<file path="src/rtl/r10u_pkg.sv">
`timescale 1ns / 1ps

package r10u_pkg;

  // Field and state widths
  localparam int PixelBits = 10;
  localparam int ByteW     = 8;
  localparam int BufW      = 17;
  localparam int CntW      = 5;
  localparam int CfgDimW   = 13;
  localparam int StrideW   = 14;
  localparam int IndexW    = 24;

  // Stride is saturated to this many bytes
  localparam int StrideLimit = 8192;

  // Configuration port
  localparam int CfgIdxW  = 2;
  localparam int CfgDataW = 14;

  // Register reset values
  localparam logic [CfgDimW-1:0] WidthReset  = 13'd1920;
  localparam logic [CfgDimW-1:0] HeightReset = 13'd1080;
  localparam logic [StrideW-1:0] StrideReset = 14'd2400;

  // Default size limits
  localparam int DefMaxWidth  = 4096;
  localparam int DefMaxHeight = 4096;

  // Work queue between front and back
  localparam int QueueDepth = 2;
  localparam int QPtrW      = 1;
  localparam int QCntW      = 2;

  typedef enum logic [CfgIdxW-1:0] {
    REG_WIDTH     = 2'd0,
    REG_HEIGHT    = 2'd1,
    REG_STRIDE    = 2'd2,
    REG_TRANSPOSE = 2'd3
  } cfg_reg_e;

  // Saturated frame geometry as seen by both halves
  typedef struct packed {
    logic [CfgDimW-1:0] width;
    logic [CfgDimW-1:0] height;
    logic               transpose;
  } geom_t;

  // One queue entry: an optional pixel and an optional row-start reload
  typedef struct packed {
    logic                 has_pix;
    logic [PixelBits-1:0] pix;
    logic                 row_end;
    logic                 frame_end;
    logic                 short_row;
    logic                 reload;
    logic [CfgDimW-1:0]   row_next;
  } work_t;

endpackage

</file>
<file path="src/rtl/r10u_ifs.sv">
`timescale 1ns / 1ps

// Packed byte stream
interface r10u_byte_if import r10u_pkg::*; ();
  logic             valid;
  logic             ready;
  logic [ByteW-1:0] data_byte;

  modport source (output valid, output data_byte, input ready);
  modport sink   (input valid, input data_byte, output ready);
endinterface

// Unpacked pixel stream
interface r10u_pixel_if import r10u_pkg::*; ();
  logic                 valid;
  logic                 ready;
  logic [PixelBits-1:0] pixel_value;
  logic [IndexW-1:0]    dest_index;
  logic                 row_end;
  logic                 frame_end;
  logic                 short_row;

  modport source (output valid, output pixel_value, output dest_index, output row_end,
                  output frame_end, output short_row, input ready);
  modport sink   (input valid, input pixel_value, input dest_index, input row_end,
                  input frame_end, input short_row, output ready);
endinterface

// Register write channel
interface r10u_cfg_if import r10u_pkg::*; ();
  logic                valid;
  logic                ready;
  logic [CfgIdxW-1:0]  reg_index;
  logic [CfgDataW-1:0] wdata;

  modport source (output valid, output reg_index, output wdata, input ready);
  modport sink   (input valid, input reg_index, input wdata, output ready);
endinterface

</file>
<file path="src/rtl/r10u_front.sv">
`timescale 1ns / 1ps

module r10u_front import r10u_pkg::*; #(
  parameter int MAX_HEIGHT = DefMaxHeight
) (
  input  logic               clk_i,
  input  logic               rst_ni,
  input  geom_t              geom_i,
  input  logic [StrideW-1:0] stride_i,
  r10u_byte_if.sink          byte_i,
  input  logic               full_i,
  output logic               push_o,
  output work_t              work_o
);

  localparam int HLim = (MAX_HEIGHT > 8191) ? 8191 : MAX_HEIGHT;
  localparam int RowW = (HLim > 2) ? $clog2(HLim) : 1;

  logic [BufW-1:0]    buf_q, buf_d;
  logic [CntW-1:0]    cnt_q, cnt_d;
  logic [CfgDimW-1:0] col_q, col_d;
  logic [CfgDimW-1:0] bir_q, bir_d;
  logic [RowW-1:0]    row_q, row_d;

  logic               accept;
  logic               last_byte;
  logic               active;
  logic [BufW-1:0]    merged;
  logic [CntW-1:0]    cnt_sum;
  logic [CfgDimW-1:0] col_inc;
  logic [CfgDimW-1:0] row_plus;
  logic               row_wrap;
  logic [CfgDimW-1:0] row_next;
  logic               have;
  logic               partial;
  logic [PixelBits-1:0] pix;
  logic               shrt;
  logic               rend;

  assign byte_i.ready = !full_i;
  assign accept       = byte_i.valid && !full_i;

  // Row bookkeeping
  assign last_byte = ({1'b0, bir_q} + StrideW'(1)) >= stride_i;
  assign active    = col_q < geom_i.width;
  assign col_inc   = col_q + CfgDimW'(1);
  assign row_plus  = CfgDimW'(row_q) + CfgDimW'(1);
  assign row_wrap  = row_plus >= geom_i.height;
  assign row_next  = row_wrap ? '0 : row_plus;

  // New byte lands above the bits already held
  assign merged  = buf_q | (BufW'(byte_i.data_byte) << cnt_q);
  assign cnt_sum = cnt_q + CntW'(ByteW);

  always_comb begin
    buf_d   = buf_q;
    cnt_d   = cnt_q;
    col_d   = col_q;
    bir_d   = bir_q + CfgDimW'(1);
    row_d   = row_q;
    have    = 1'b0;
    partial = 1'b0;
    pix     = '0;
    if (active) begin
      buf_d = merged;
      cnt_d = cnt_sum;
      if (cnt_sum >= CntW'(PixelBits)) begin
        pix   = merged[PixelBits-1:0];
        buf_d = merged >> PixelBits;
        cnt_d = cnt_sum - CntW'(PixelBits);
        have  = 1'b1;
      end else if (last_byte) begin
        // stride ran out: flush what is held, missing high bits as zero
        pix     = merged[PixelBits-1:0];
        have    = 1'b1;
        partial = 1'b1;
      end
      if (have) begin
        col_d = col_inc;
      end
    end
    if (last_byte) begin
      buf_d = '0;
      cnt_d = '0;
      col_d = '0;
      bir_d = '0;
      row_d = RowW'(row_next);
    end
  end

  assign shrt = have && (partial || (last_byte && (col_inc < geom_i.width)));
  assign rend = have && (shrt || (col_inc >= geom_i.width));

  // Queue entry
  assign push_o             = accept && (have || last_byte);
  assign work_o.has_pix     = have;
  assign work_o.pix         = pix;
  assign work_o.row_end     = rend;
  assign work_o.frame_end   = rend && row_wrap;
  assign work_o.short_row   = shrt;
  assign work_o.reload      = last_byte;
  assign work_o.row_next    = row_next;

  always_ff @(posedge clk_i or negedge rst_ni) begin
    if (!rst_ni) begin
      buf_q <= '0;
      cnt_q <= '0;
      col_q <= '0;
      bir_q <= '0;
      row_q <= '0;
    end else if (accept) begin
      buf_q <= buf_d;
      cnt_q <= cnt_d;
      col_q <= col_d;
      bir_q <= bir_d;
      row_q <= row_d;
    end
  end

endmodule

</file>
<file path="src/rtl/r10u_fifo.sv">
`timescale 1ns / 1ps

module r10u_fifo import r10u_pkg::*; (
  input  logic  clk_i,
  input  logic  rst_ni,
  input  logic  push_i,
  input  work_t data_i,
  output logic  full_o,
  input  logic  pop_i,
  output logic  valid_o,
  output work_t data_o
);

  work_t             mem_q [QueueDepth];
  logic [QPtrW-1:0]  wr_ptr_q;
  logic [QPtrW-1:0]  rd_ptr_q;
  logic [QCntW-1:0]  count_q;
  logic              do_push;
  logic              do_pop;

  assign full_o  = count_q == QCntW'(QueueDepth);
  assign valid_o = count_q != '0;
  assign data_o  = mem_q[rd_ptr_q];
  assign do_push = push_i && !full_o;
  assign do_pop  = pop_i && valid_o;

  // Pointers wrap naturally, depth is a power of two
  always_ff @(posedge clk_i or negedge rst_ni) begin
    if (!rst_ni) begin
      wr_ptr_q <= '0;
      rd_ptr_q <= '0;
      count_q  <= '0;
    end else begin
      if (do_push) begin
        wr_ptr_q <= wr_ptr_q + QPtrW'(1);
      end
      if (do_pop) begin
        rd_ptr_q <= rd_ptr_q + QPtrW'(1);
      end
      if (do_push && !do_pop) begin
        count_q <= count_q + QCntW'(1);
      end else if (do_pop && !do_push) begin
        count_q <= count_q - QCntW'(1);
      end
    end
  end

  always_ff @(posedge clk_i) begin
    if (do_push) begin
      mem_q[wr_ptr_q] <= data_i;
    end
  end

endmodule

</file>
<file path="src/rtl/r10u_back.sv">
`timescale 1ns / 1ps

module r10u_back import r10u_pkg::*; (
  input  logic  clk_i,
  input  logic  rst_ni,
  input  geom_t geom_i,
  input  logic  avail_i,
  input  work_t work_i,
  output logic  pop_o,
  r10u_pixel_if.source pixel_o
);

  logic [IndexW-1:0]      idx_q, idx_d;
  logic                   out_valid_q;
  logic [PixelBits-1:0]   pix_q;
  logic [IndexW-1:0]      dest_q;
  logic                   rend_q;
  logic                   fend_q;
  logic                   shrt_q;

  logic                   can_out;
  logic                   take_pix;
  logic [IndexW-1:0]      step;
  logic [2*CfgDimW-1:0]   row_base;

  assign can_out  = !out_valid_q || pixel_o.ready;
  assign pop_o    = avail_i && (!work_i.has_pix || can_out);
  assign take_pix = pop_o && work_i.has_pix;

  // Index stride per pixel and row start position
  assign step     = geom_i.transpose ? IndexW'(geom_i.height) : IndexW'(1);
  assign row_base = work_i.row_next * geom_i.width;

  always_comb begin
    idx_d = idx_q;
    if (take_pix) begin
      idx_d = idx_q + step;
    end
    if (pop_o && work_i.reload) begin
      idx_d = geom_i.transpose ? IndexW'(work_i.row_next) : row_base[IndexW-1:0];
    end
  end

  always_ff @(posedge clk_i or negedge rst_ni) begin
    if (!rst_ni) begin
      idx_q       <= '0;
      out_valid_q <= 1'b0;
    end else begin
      idx_q <= idx_d;
      if (take_pix) begin
        out_valid_q <= 1'b1;
      end else if (pixel_o.ready) begin
        out_valid_q <= 1'b0;
      end
    end
  end

  // Output register
  always_ff @(posedge clk_i) begin
    if (take_pix) begin
      pix_q  <= work_i.pix;
      dest_q <= idx_q;
      rend_q <= work_i.row_end;
      fend_q <= work_i.frame_end;
      shrt_q <= work_i.short_row;
    end
  end

  assign pixel_o.valid       = out_valid_q;
  assign pixel_o.pixel_value = pix_q;
  assign pixel_o.dest_index  = dest_q;
  assign pixel_o.row_end     = rend_q;
  assign pixel_o.frame_end   = fend_q;
  assign pixel_o.short_row   = shrt_q;

endmodule

</file>
<file path="src/rtl/raw10_lsb_pixel_unpacker.sv">
`timescale 1ns / 1ps

// Unpacks a raw frame of 10-bit pixels packed LSB first (4 pixels in 5 bytes)
// from a byte stream and emits each pixel with its destination index, row-major
// or column-major. One byte is accepted per clock; the pixel that a byte completes
// goes through the queue and output register, and the byte rate holds as long as
// the pixel sink takes requests. The front end holds the bit buffer and the row
// counters, a two-entry queue sits between it and the back end, and the back end
// keeps the running index, reloading it at each row start through one
// 13x13 multiplier (row times width) that feeds the index register. Register
// writes are taken every cycle and act at once; write them only while the block
// is idle. Width, height and stride are saturated to their legal ranges, a zero
// counting as one.

module raw10_lsb_pixel_unpacker import r10u_pkg::*; #(
  parameter int MAX_WIDTH  = DefMaxWidth,
  parameter int MAX_HEIGHT = DefMaxHeight
) (
  input  logic         clk_i,
  input  logic         rst_ni,
  r10u_cfg_if.sink     cfg_i,
  r10u_byte_if.sink    byte_i,
  r10u_pixel_if.source pixel_o
);

  localparam int WLim = (MAX_WIDTH > 8191) ? 8191 : MAX_WIDTH;
  localparam int HLim = (MAX_HEIGHT > 8191) ? 8191 : MAX_HEIGHT;

  logic [CfgDimW-1:0] width_q;
  logic [CfgDimW-1:0] height_q;
  logic [StrideW-1:0] stride_q;
  logic               transpose_q;

  geom_t              geom;
  logic [StrideW-1:0] stride;

  logic               push;
  logic               q_full;
  logic               q_valid;
  logic               pop;
  work_t              work;
  work_t              q_data;

  // Register file
  assign cfg_i.ready = 1'b1;

  always_ff @(posedge clk_i or negedge rst_ni) begin
    if (!rst_ni) begin
      width_q     <= WidthReset;
      height_q    <= HeightReset;
      stride_q    <= StrideReset;
      transpose_q <= 1'b0;
    end else if (cfg_i.valid) begin
      unique case (cfg_reg_e'(cfg_i.reg_index))
        REG_WIDTH:     width_q     <= cfg_i.wdata[CfgDimW-1:0];
        REG_HEIGHT:    height_q    <= cfg_i.wdata[CfgDimW-1:0];
        REG_STRIDE:    stride_q    <= cfg_i.wdata[StrideW-1:0];
        REG_TRANSPOSE: transpose_q <= cfg_i.wdata[0];
        default:       ;
      endcase
    end
  end

  // Saturate geometry
  always_comb begin
    if (width_q == '0) begin
      geom.width = CfgDimW'(1);
    end else if (width_q > CfgDimW'(WLim)) begin
      geom.width = CfgDimW'(WLim);
    end else begin
      geom.width = width_q;
    end
    if (height_q == '0) begin
      geom.height = CfgDimW'(1);
    end else if (height_q > CfgDimW'(HLim)) begin
      geom.height = CfgDimW'(HLim);
    end else begin
      geom.height = height_q;
    end
    geom.transpose = transpose_q;
    if (stride_q == '0) begin
      stride = StrideW'(1);
    end else if (stride_q > StrideW'(StrideLimit)) begin
      stride = StrideW'(StrideLimit);
    end else begin
      stride = stride_q;
    end
  end

  r10u_front #(
    .MAX_HEIGHT (MAX_HEIGHT)
  ) u_front (
    .clk_i    (clk_i),
    .rst_ni   (rst_ni),
    .geom_i   (geom),
    .stride_i (stride),
    .byte_i   (byte_i),
    .full_i   (q_full),
    .push_o   (push),
    .work_o   (work)
  );

  r10u_fifo u_fifo (
    .clk_i   (clk_i),
    .rst_ni  (rst_ni),
    .push_i  (push),
    .data_i  (work),
    .full_o  (q_full),
    .pop_i   (pop),
    .valid_o (q_valid),
    .data_o  (q_data)
  );

  r10u_back u_back (
    .clk_i   (clk_i),
    .rst_ni  (rst_ni),
    .geom_i  (geom),
    .avail_i (q_valid),
    .work_i  (q_data),
    .pop_o   (pop),
    .pixel_o (pixel_o)
  );

endmodule

</file>
<file path="src/flat_wrapper.sv">
// flat-port wrapper written by rule: the top's interface ports become plain ports
module raw10_lsb_pixel_unpacker_flat import r10u_pkg::*;
#(
  parameter int MAX_WIDTH  = DefMaxWidth,
  parameter int MAX_HEIGHT = DefMaxHeight
)
  (clk_i, rst_ni, cfg_i_valid, cfg_i_reg_index, cfg_i_wdata, cfg_i_ready, byte_i_valid, byte_i_data_byte, byte_i_ready, pixel_o_valid, pixel_o_pixel_value, pixel_o_dest_index, pixel_o_row_end, pixel_o_frame_end, pixel_o_short_row, pixel_o_ready);
  r10u_cfg_if cfg_i_i ();
  r10u_byte_if byte_i_i ();
  r10u_pixel_if pixel_o_i ();
  input  logic clk_i;
  input  logic rst_ni;
  input wire logic [$bits(cfg_i_i.valid)-1:0] cfg_i_valid;
  input wire logic [$bits(cfg_i_i.reg_index)-1:0] cfg_i_reg_index;
  input wire logic [$bits(cfg_i_i.wdata)-1:0] cfg_i_wdata;
  output wire logic [$bits(cfg_i_i.ready)-1:0] cfg_i_ready;
  input wire logic [$bits(byte_i_i.valid)-1:0] byte_i_valid;
  input wire logic [$bits(byte_i_i.data_byte)-1:0] byte_i_data_byte;
  output wire logic [$bits(byte_i_i.ready)-1:0] byte_i_ready;
  output wire logic [$bits(pixel_o_i.valid)-1:0] pixel_o_valid;
  output wire logic [$bits(pixel_o_i.pixel_value)-1:0] pixel_o_pixel_value;
  output wire logic [$bits(pixel_o_i.dest_index)-1:0] pixel_o_dest_index;
  output wire logic [$bits(pixel_o_i.row_end)-1:0] pixel_o_row_end;
  output wire logic [$bits(pixel_o_i.frame_end)-1:0] pixel_o_frame_end;
  output wire logic [$bits(pixel_o_i.short_row)-1:0] pixel_o_short_row;
  input wire logic [$bits(pixel_o_i.ready)-1:0] pixel_o_ready;
  assign cfg_i_i.valid = cfg_i_valid;
  assign cfg_i_i.reg_index = cfg_i_reg_index;
  assign cfg_i_i.wdata = cfg_i_wdata;
  assign cfg_i_ready = cfg_i_i.ready;
  assign byte_i_i.valid = byte_i_valid;
  assign byte_i_i.data_byte = byte_i_data_byte;
  assign byte_i_ready = byte_i_i.ready;
  assign pixel_o_valid = pixel_o_i.valid;
  assign pixel_o_pixel_value = pixel_o_i.pixel_value;
  assign pixel_o_dest_index = pixel_o_i.dest_index;
  assign pixel_o_row_end = pixel_o_i.row_end;
  assign pixel_o_frame_end = pixel_o_i.frame_end;
  assign pixel_o_short_row = pixel_o_i.short_row;
  assign pixel_o_i.ready = pixel_o_ready;
  raw10_lsb_pixel_unpacker #(.MAX_WIDTH(MAX_WIDTH), .MAX_HEIGHT(MAX_HEIGHT)) u_core (.clk_i(clk_i), .rst_ni(rst_ni), .cfg_i(cfg_i_i), .byte_i(byte_i_i), .pixel_o(pixel_o_i));
endmodule
</file>
<file path="config.mk">
export PLATFORM = sky130hd
export DESIGN_NAME = raw10_lsb_pixel_unpacker_flat
export DESIGN_NICKNAME = d
export VERILOG_FILES = /design/src/rtl/r10u_pkg.sv /design/src/rtl/r10u_ifs.sv /design/src/rtl/r10u_front.sv /design/src/rtl/r10u_fifo.sv /design/src/rtl/r10u_back.sv /design/src/rtl/raw10_lsb_pixel_unpacker.sv /design/src/flat_wrapper.sv
export SDC_FILE = /design/constraint.sdc
export NUM_CORES = 1
export LEC_CHECK = 0
export ABC_CLOCK_PERIOD_IN_PS = 7400
export BUFFER_PORTS_ARGS = -buffer_cell sky130_fd_sc_hd__buf_2
export CAP_MARGIN = 20
export CELL_PAD_IN_SITES_DETAIL_PLACEMENT = 1
export CELL_PAD_IN_SITES_GLOBAL_PLACEMENT = 2
export CORE_ASPECT_RATIO = 1.1
export CORE_MARGIN = 2
export CORE_UTILIZATION = 42
export CTS_CLUSTER_DIAMETER = 30
export DETAILED_ROUTE_END_ITERATION = 8
export GPL_TIMING_DRIVEN = 0
export PLACE_DENSITY_LB_ADDON = 0.1
export SYNTH_ARGS = -nofsm -noshare
export SYNTH_HDL_FRONTEND = slang
export SYNTH_HIERARCHICAL = 1
export SYNTH_SLANG_ARGS = --single-unit
export TNS_END_PERCENT = 30
</file>
<file path="constraint.sdc">
create_clock -name clk_i -period 7.4 [get_ports clk_i]
set_clock_uncertainty 0.1 [all_clocks]
set_input_delay 1.85 -clock clk_i [delete_from_list [all_inputs] [get_ports clk_i]]
set_output_delay 1.85 -clock clk_i [all_outputs]
set_load 0.1 [all_outputs]
</file>
---- Word level (Yosys, flattened, before mapping) ----
Memories as Yosys holds them, arrays and structs flattened.
Cells that the tools add are included.
word-level totals
  bits in writable memories ............... 56
  input bits .............................. 29
  word-level logic and storage cells ...... 123
  register bits after elaboration ......... 167
  memories kept ........................... 1
  latch bits .............................. 0
  output and inout port bits .............. 40
  bits in read-only memories .............. 0
cells by class
  order comparisons ....................... 9
  $mul .................................... 1
  bitwise operators ....................... 1
  divide/modulo/power cells ............... 0
  reductions and logical operators ........ 40
  muxes and demuxes ....................... 36
  equal/unequal tests ..................... 4
  shift-type cells ........................ 1
  add/subtract/negate cells ............... 11
memories
  name                 depth  bits a word  rd ports  clocked after Yosys merged registers in  wr ports  line             source
  u_core.u_fifo.mem_q  2      28           1         0                                        1         r10u_fifo.sv:14  work_t mem_q [QueueDepth];
operators with widths
  kind                     count
  $mux W13                 10
  $mux W24                 3
  $mux W17                 3
  $mux W10                 3
  $mux W14                 2
  $add A13 B1 Y13 const B  2
  $ge A13 B13 Y1           2
  $gt A13 B13 Y1 const B   2
  $logic_not A13 Y1        2
  $lt A13 B13 Y1           2
  $add A24 B13 Y24         1
  $mul A13 B13 Y24         1
  $or A17 B17 Y17          1
  $shl A8 B5 Y17           1
  $mux W5                  3
  $add A13 B1 Y14 const B  1
  $ge A14 B14 Y1           1
  $gt A14 B14 Y1 const B   1
  $logic_not A14 Y1        1
  $add A12 B1 Y13 const B  1
  $logic_and A1 B1 Y1      13
  $reduce_and A2 Y1        6
  $reduce_bool A2 Y1       6
  $mux W1                  10
  13 further kinds         25

---- Depth between registers and ports, before layout ----
Gate-level depths: netlist of the first run.
  word-level depth ........................ 15
  mapped depth ............................ 23
  mapped depth without buffers ............ 20

---- Hierarchy ----
The synthesis of the first run kept the hierarchy.
modules (own cells, without submodules)
  module                    instances  cells each  sequential area each (um^2)  area an instance (um^2)
  r10u_back                 1          916         1736.7                       8531.9
  r10u_front                1          606         1476.4                       5068.6
  r10u_fifo                 1          106         1781.7                       2265.9
  raw10_lsb_pixel_unpacker  1          146         1041.0                       1911.8

---- Worst setup path before layout of the first run ----
No wires, ideal clock.
  kind .................................... reg2reg
  from .................................... register u_core.u_fifo.rd_ptr_q
  to ...................................... register u_core.u_back.idx_q[23]
  setup time .............................. 138 ps
  period minus slack after synthesis ...... 6038 ps
  required time ........................... 7162 ps
  setup slack ............................. 1362 ps
  path buffers ............................ 3
  data arrival time ....................... 5800 ps
  stages on the path, launching flop included .. 21
  cells stage by stage .................... dfrtp_1 > buf_4 > mux2_2 > clkbuf_1 > and2_1 > fa_1 > fa_1 > fa_1 > fa_1 > inv_1 > fa_1 > inv_1 > ha_1 > buf_6 > a21o_1 > a21o_1 > a211o_1 > or3_4 > o31a_1 > a41oi_2 > o211ai_1
RTL lines
  item                      line             source
  start: declaration        r10u_fifo.sv:16  logic [QPtrW-1:0] rd_ptr_q;
  start signal: assignment  r10u_fifo.sv:38  rd_ptr_q <= rd_ptr_q + QPtrW'(1);
  end signal: assignment    r10u_back.sv:49  idx_q <= idx_d;
  end: declaration          r10u_back.sv:13  logic [IndexW-1:0] idx_q, idx_d;

==> results.toml, run 1 <==
[timing]
fin_crit_ps = 7060
finalCritPeriodShare = 0.955
max_slew_margin = 0.281
fmax_mhz = 142
setup_violations = 0
hold_viol = 0
rsz0062_at_grt = "false"
worstMarginPinSlew_ps = 1080
timing.setup.tns_ps = 0
drv_slew = 0

[global_route]
grt.total_usage = 0.243
grt_pass1_wl_mm = 82.9
grt_pass1_vias = 14900
grt_overflow = 0
grt_max_degree = 84
antenna_found_initial = 0

[die]
num_rows = 79
die_width_um = 200
die_y_um = 220
die_area_um2 = 44000
initial_utilization = 0.423
io_pins = 69
coreArea_um2 = 42000

[synth]
synth-simple-area-share = 0.157
synth_commonest_cells = "216 x inv_1, 162 x nand2_1, 134 x ha_1, 121 x fa_1, 117 x dfrtp_1"
syn_nets = 2058
synth_top_family_by_area = "adder cells"
synth_edf_count = 93
synthMuxAreaShare = 0.0585
yosys_warnings = 6
synth_seq_cells = 222
ys_async_sr_fraction = 0.581
synthDistinctLibCells = 85
synth_area_leaders = "dfrtp_1 16%, edfxtp_1 16%, fa_1 14%"
synthesis.area_um2 = 17800
synth-compound-area-share = 0.108
synth_xor_area_frac = 0.0359
synthAdderAreaFrac = 0.231
yosysMostFrequentCell = "inv_1"
synthFlopType = "dfrtp_1"
synth_top_cell_area_share = 0.165
synth_cells = 1774
synth_seq_area_share = 0.340
synth_top_cell_by_area = "dfrtp_1"
syn-mean-instance-area_um2 = 10.0

[clock_tree]
holdBufCountCts = 0
numCtsBuffers = 57
cts.sinks = 222
post_cts_buffers = 0
cts_htree_levels = 2
cts_resized = 0
insertion_delay_ps = 610
cts_tree = "yes"
clockBufferDepth = 3
cts_root_buf = "clkbuf_16"
cts.clk_slew.worst_paths_ps = 50

[setup_path]
start_kind = "flip-flop"
path_class = "reg2reg"
cp_data_required_time_ps = 7810
crit_path_max_fanout = 10
r2r_cells = 21
crit_arrival_ps = 7480
critPathCaptureType = "flip-flop"

[min_path]
whs_path_depth = 0
min_path_type = "reg2reg"

[drt]
drt_iter0_markers = 439
drc = 0
first_pass_iters = 4
wirelength_mm = 52.0
drt-wirelength-per-cell_um = 20.6
postRouteAntennaNets = 0
num_vias = 13400
vias_per_cell = 5.31

[cells_and_area]
drive_gt1_frac = 0.161
fin_nets = 2186
final_util = 0.498
antennaDiodeCount = 0
stdcell_area_um2 = 20900
final_cells = 2518
areaGrowthSynthToFinish_pct = 17.6

[place]
dp_hpwl_mm = 40.0
dp.cells = 2410
placed_cell_area_um2 = 18900
port_buffers = 67
place.gp.congestion = 0.847

[outcome]
status = "finished, final reports clean"

[run]
max_cap_violations = 0
path summary, 6_finish.rpt:
kind	start	end	slack [ps]
setup / recovery	u_core/width_q[12]	u_core/u_back/idx_q[19]	340
hold / removal	u_core/u_back/idx_q[23]	u_core/u_back/pixel_o.dest_index[23]	380
setup reg to reg	u_core/width_q[12]	u_core/u_back/idx_q[19]	340
hold reg to reg	u_core/u_back/idx_q[23]	u_core/u_back/pixel_o.dest_index[23]	380
max in group asynchronous	rst_ni	u_core/u_front/cnt_q[3]	5230
min in group asynchronous	rst_ni	u_core/u_back/idx_q[10]	1080
registers in the layout (all words and copies together), names as in the netlist:
name and count:
u_core/u_back/pixel_o.valid 1, u_core/u_back/pixel_o.short_row 1, u_core/transpose_q 1, u_core/stride_q 14, u_core/u_front/cnt_q 4, u_core/u_front/row_q 12
u_core/u_front/col_q 13, u_core/u_fifo/count_q 2, u_core/u_fifo/mem_q 56, u_core/u_back/pixel_o.pixel_value 10, u_core/u_fifo/rd_ptr_q 1, u_core/height_q 13
u_core/u_fifo/wr_ptr_q 1, u_core/width_q 13, u_core/u_back/pixel_o.row_end 1, u_core/u_back/pixel_o.dest_index 24, u_core/u_back/pixel_o.frame_end 1, u_core/u_front/buf_q 17
u_core/u_back/idx_q 24, u_core/u_front/bir_q 13
area by class of cell:
type / instances / area [um^2]
plain buffers: 83 / 420
clock buffers: 71 / 1570
clock inverters: 37 / 438
fillers: 4711 / 21100
inverters: 219 / 827
multi-input cells: 1250 / 10500
flip-flops and latches: 222 / 6040
well taps: 567 / 709
repair buffers: 69 / 397
metrics by stage:
stage | hold slack, ps | worst slack, ps
2_1_floorplan | 344 | 1360
3_3_place_gp | 356 | 273
3_5_place_dp | 359 | 179
4_1_cts | 369 | 102
5_1_grt | 384 | 32.2
6_report | 381 | 336
metal layers:
layer,vias to the layer above,track usage,wire (um)
met4,0,0.0893,1600
met3,88,0.0377,1780
li1,6300,-,-
met5,-,0,0
met1,6779,0.289,21600
met2,192,0.445,27000
placed cells by master, fill, tap and decap left out, types with 55 or more instances in the layout:
master     count
edfxtp_1      93
fa_1         121
a21oi_1       76
nor2_1        74
clkbuf_1      62
nand2_1      162
dfrtp_1      117
ha_1         134
clkbuf_16     60
buf_2         74
and2_1       105
o21ai_0       55
inv_1        216
mux2_2        70
logic make-up after synthesis:
group / count (synthesis)
other cells: 1
buf+inv: 302
xor+xnor: 72
compound gates: 292
mux: 90
simple gates: 540
fa+ha+maj: 255
flops: 222
critical path: stages, from the launching register on:
cell and delay, ps:
dfrtp_1 420, clkbuf_1 240, nor2b_1 520, clkbuf_1 510, nand2_1 160, fa_1 560, inv_1 50, fa_1 470
fa_1 520, fa_1 570, inv_1 60, fa_1 540, inv_1 50, ha_1 300, buf_6 150, a21o_1 200
a21o_1 180, a211o_1 330, or3_4 370, o31a_1 290, xnor2_1 160, o31ai_1 230
Power of run 1 is not shown: default switching activity piles up to over one toggle a cycle in this logic, so the estimate is an artifact.
==> run 2, diff against run 1 <==
- PLACE_DENSITY: not set -> 0.82
- PLACE_DENSITY_LB_ADDON: 0.1 -> not set
==> run 2 against run 1 <==
Effect of this change: first-iteration DRC count up 46%; highest routed layer unchanged; global-route usage up 0.27 points; die area unchanged; critical path type unchanged; largest cell class unchanged; final area down 0.46%; sequential share of layout area up 0.13 points.
==> results.toml, run 2 (synthesis results as in run 1) <==
[outcome]
status = "finished, final reports clean"

[timing]
setup_violations = 0
worstMarginPinSlew_ps = 1110
fin_crit_ps = 7040
max_slew_margin = 0.262
hold_viol = 0
finalCritPeriodShare = 0.951
fmax_mhz = 142
rsz0062_at_grt = "false"
setup_ws_ps = 362
drv_slew = 0
timing.setup.tns_ps = 0

[min_path]
min_path_type = "reg2reg"

[clock_tree]
cts.clk_slew.worst_paths_ps = 50
cts_root_buf = "clkbuf_16"
holdBufCountCts = 0
post_cts_buffers = 0
cts_tree = "yes"
clockBufferDepth = 3
cts_resized = 0
numCtsBuffers = 54
cts_htree_levels = 2
cts.sinks = 222
insertion_delay_ps = 570

[global_route]
grt_pass1_wl_mm = 84.0
grt_overflow = 0
grt_max_degree = 81
antenna_found_initial = 0
grt.total_usage = 0.246
grt_pass1_vias = 14900

[setup_path]
critPathLaunch = "u_core/width_q[12]"
r2r_cells = 21
start_kind = "flip-flop"
critPathCapture = "u_core/u_back/idx_q[19]"
crit_arrival_ps = 7370
r2r_start = "u_core/width_q[12]"
path_class = "reg2reg"
r2r-end = "u_core/u_back/idx_q[19]"
critPathCaptureType = "flip-flop"
rrSetupSlack_ps = 360
crit_path_max_fanout = 10
cp_data_required_time_ps = 7730

[drt]
drt-wirelength-per-cell_um = 21.0
wirelength_mm = 52.8
first_pass_iters = 5
num_vias = 13500
drc = 0
drt_iter0_markers = 640
postRouteAntennaNets = 0
vias_per_cell = 5.38

[cells_and_area]
largest-register = "u_core/u_fifo/mem_q"
largest_reg_flops = 56
layout_common_cells = "216 x inv_1, 162 x nand2_1, 134 x ha_1, 121 x fa_1, 117 x dfrtp_1"
final_cells = 2513
seq_area_um2 = 6040
fin_nets = 2183
drive_gt1_frac = 0.161
layout_commonest_cell = "inv_1"
stdcell_area_um2 = 20800
areaGrowthSynthToFinish_pct = 17.1
n_fill_cell = 4701
multi_input_area_um2 = 10500

[place]
port_buffers = 67
dp_hpwl_mm = 40.1
placed_cell_area_um2 = 18900
place_ws_ps = 83.7
dp.cells = 2410
place.gp.congestion = 0.853

[run]
max_cap_violations = 0

[die]
die_width_um = 200
die_area_um2 = 44000
initial_utilization = 0.423
coreArea_um2 = 42000
io_pins = 69
num_rows = 79
die_y_um = 220
## run 2: area by class of cell
| class | count | share of cell area |
|---|---|---|
| inverters | 219 | 0.0397 |
| multi-input cells | 1250 | 0.505 |
| flip-flops and latches | 222 | 0.290 |
| clock buffers | 62 | 0.0684 |
| repair buffers | 69 | 0.0191 |
| clock inverters | 40 | 0.0234 |
| well taps | 567 | 0.0341 |
| plain buffers | 83 | 0.0201 |
| diodes | 1 | 0.000120 |
## run 2: how the worst min path moves through the flow
| stage | start | endpoint | slack [ps] | depth (start not counted) |
|---|---|---|---|---|
| floorplan | u_core/u_back/idx_q[23] | u_core/u_back/pixel_o.dest_index[23] | 340 | 0 |
| global placement | u_core/u_back/idx_q[23] | u_core/u_back/pixel_o.dest_index[23] | 370 | 0 |
| detailed placement | u_core/u_back/idx_q[23] | u_core/u_back/pixel_o.dest_index[23] | 380 | 0 |
| CTS | u_core/u_back/idx_q[6] | u_core/u_back/pixel_o.dest_index[6] | 400 | 0 |
| global route | u_core/u_back/idx_q[18] | u_core/u_back/pixel_o.dest_index[18] | 420 | 0 |
| finish | u_core/u_back/idx_q[6] | u_core/u_back/pixel_o.dest_index[6] | 390 | 0 |
## run 2: metrics by stage
stage               hold WS [ps]   util
finish                       389  0.495
global route                 417  0.495
CTS                          396  0.495
detailed placement           380  0.450
global placement             365  0.448
floorplan                    344      -
## run 2: critical path: stages (launching register included)
cell and delay (ps):
dfrtp_1 420, clkbuf_1 260, nor2b_2 490, clkbuf_1 550
nand2_1 170, fa_1 530, fa_1 520, inv_1 50
fa_1 460, fa_1 540, inv_1 50, fa_1 560
inv_1 60, ha_1 320, buf_6 150, a21o_1 180
a21o_1 170, a211o_1 330, or3_4 360, o31a_1 290
xnor2_1 230, o31ai_1 90
## run 2: layer usage
metal	routed length [um]	global-route usage	vias up
met1	23000	0.306	6958
li1	-	-	6281
met4	1140	0.0759	0
met2	27200	0.447	203
met5	0	0	-
met3	1430	0.0277	67
Power of run 2 is left out for the same reason.
==> run 3, diff against run 2 <==
- ABC_CLOCK_PERIOD_IN_PS: 7400 -> 7600
- clock period: 7.4 -> 7.6 ns (I/O delays scaled with it)
==> run 3 against run 2 <==
Effect of this change: final area is essentially flat; routed wire length about the same; via count fell by 0.19%; non-clock buffer count unchanged; sequential share of layout area about the same; highest routed layer unchanged; maximum frequency shrank 3.1%; flip-flop and latch count unchanged.
==> results.toml, run 3 (synthesis results as in run 1) <==
[setup_path]
crit_arrival_ps = 7600
start_kind = "flip-flop"
cp_data_required_time_ps = 7930
critPathCaptureType = "flip-flop"
crit_path_max_fanout = 10
path_class = "reg2reg"

[timing]
setup_violations = 0
fmax_mhz = 138
hold_viol = 0
worstMarginPinSlew_ps = 1100
rsz0062_at_grt = "false"
max_slew_margin = 0.263
timing.setup.tns_ps = 0
finalCritPeriodShare = 0.956
fin_crit_ps = 7260
drv_slew = 0

[global_route]
grt_pass1_wl_mm = 84.0
grt_max_degree = 81
grt_pass1_vias = 14900
grt.total_usage = 0.246
grt_overflow = 0
antenna_found_initial = 0

[clock_tree]
cts.clk_slew.worst_paths_ps = 50
insertion_delay_ps = 570
post_cts_buffers = 0
numCtsBuffers = 54
cts_resized = 0
cts_tree = "yes"
cts.sinks = 222
holdBufCountCts = 0
cts_root_buf = "clkbuf_16"
cts_htree_levels = 2
clockBufferDepth = 3

[drt]
wirelength_mm = 52.7
first_pass_iters = 5
drt_iter0_markers = 638
postRouteAntennaNets = 0
drt-wirelength-per-cell_um = 21.0
vias_per_cell = 5.37
drc = 0
num_vias = 13500

[die]
initial_utilization = 0.423
coreArea_um2 = 42000
io_pins = 69
num_rows = 79
die_y_um = 220
die_area_um2 = 44000
die_width_um = 200

[place]
placed_cell_area_um2 = 18900
port_buffers = 67
place.gp.congestion = 0.853
dp_hpwl_mm = 40.1

[cells_and_area]
layout_commonest_cell = "inv_1"
stdcell_area_um2 = 20800
largest-register = "u_core/u_fifo/mem_q"
n_fill_cell = 4701
antennaDiodeCount = 0
drive_gt1_frac = 0.160
largest_reg_flops = 56
fin_nets = 2183
areaGrowthSynthToFinish_pct = 17.0
layout_common_cells = "216 x inv_1, 162 x nand2_1, 134 x ha_1, 121 x fa_1, 117 x dfrtp_1"

[run]
max_cap_violations = 0

[min_path]
min_path_type = "reg2reg"

[outcome]
status = "finished, final reports clean"
run 3: cell types whose count changed in the layout (fill, tap and decap cells not counted):
cell,delta
nor2b_2,-2
diode_2,-1
nor2b_1,+2
run 3: final timing paths:
check / start / endpoint / slack [ps] / cells after the start
worst max-delay path: u_core/width_q[12] / u_core/u_back/idx_q[19] / 340 / 21
worst min-delay path: u_core/u_back/idx_q[6] / u_core/u_back/pixel_o.dest_index[6] / 390 / 0
worst max register to register: u_core/width_q[12] / u_core/u_back/idx_q[19] / 340 / 21
worst min register to register: u_core/u_back/idx_q[6] / u_core/u_back/pixel_o.dest_index[6] / 390 / 0
max in group asynchronous: rst_ni / u_core/width_q[8] / 5410 / 2
min in group asynchronous: rst_ni / u_core/stride_q[9] / 1180 / 1
run 3: final cells by class:
type,instances,area [um^2],area share
clock buffers,62,1420,0.0684
clock inverters,40,488,0.0235
multi-input cells,1250,10500,0.505
flip-flops and latches,222,6040,0.290
inverters,219,827,0.0398
repair buffers,69,397,0.0191
well taps,567,709,0.0341
plain buffers,83,419,0.0201
run 3: critical path: stages (launching register included):
cell and delay, ps:
dfrtp_1 420, clkbuf_1 240, nor2b_1 740, clkbuf_1 560, nand2_1 170, fa_1 530, fa_1 520, inv_1 50
fa_1 460, fa_1 540, inv_1 50, fa_1 560, inv_1 60, ha_1 320, buf_6 150, a21o_1 180
a21o_1 170, a211o_1 330, or3_4 360, o31a_1 290, xnor2_1 230, o31ai_1 90
run 3: layer usage:
metal  global-route usage  vias up  share of wire
li1                     -     6279              -
met1                0.306     6932           0.44
met2                0.447      206           0.52
met3               0.0277       67          0.026
met4               0.0759        0          0.022
met5                    0        -              0
run 3: stage by stage:
stage | utilization | hold slack (ps) | std cells | worst slack [ps]
3_5_place_dp | 0.450 | 380 | 2410 | 284
5_1_grt | 0.495 | 417 | 2512 | 6.46
3_3_place_gp | 0.448 | 365 | 2408 | 372
4_1_cts | 0.495 | 396 | 2512 | 288
6_report | 0.495 | 389 | 2512 | 335
2_1_floorplan | - | 344 | 1774 | 1560
Power of run 3 is left out for the same reason.
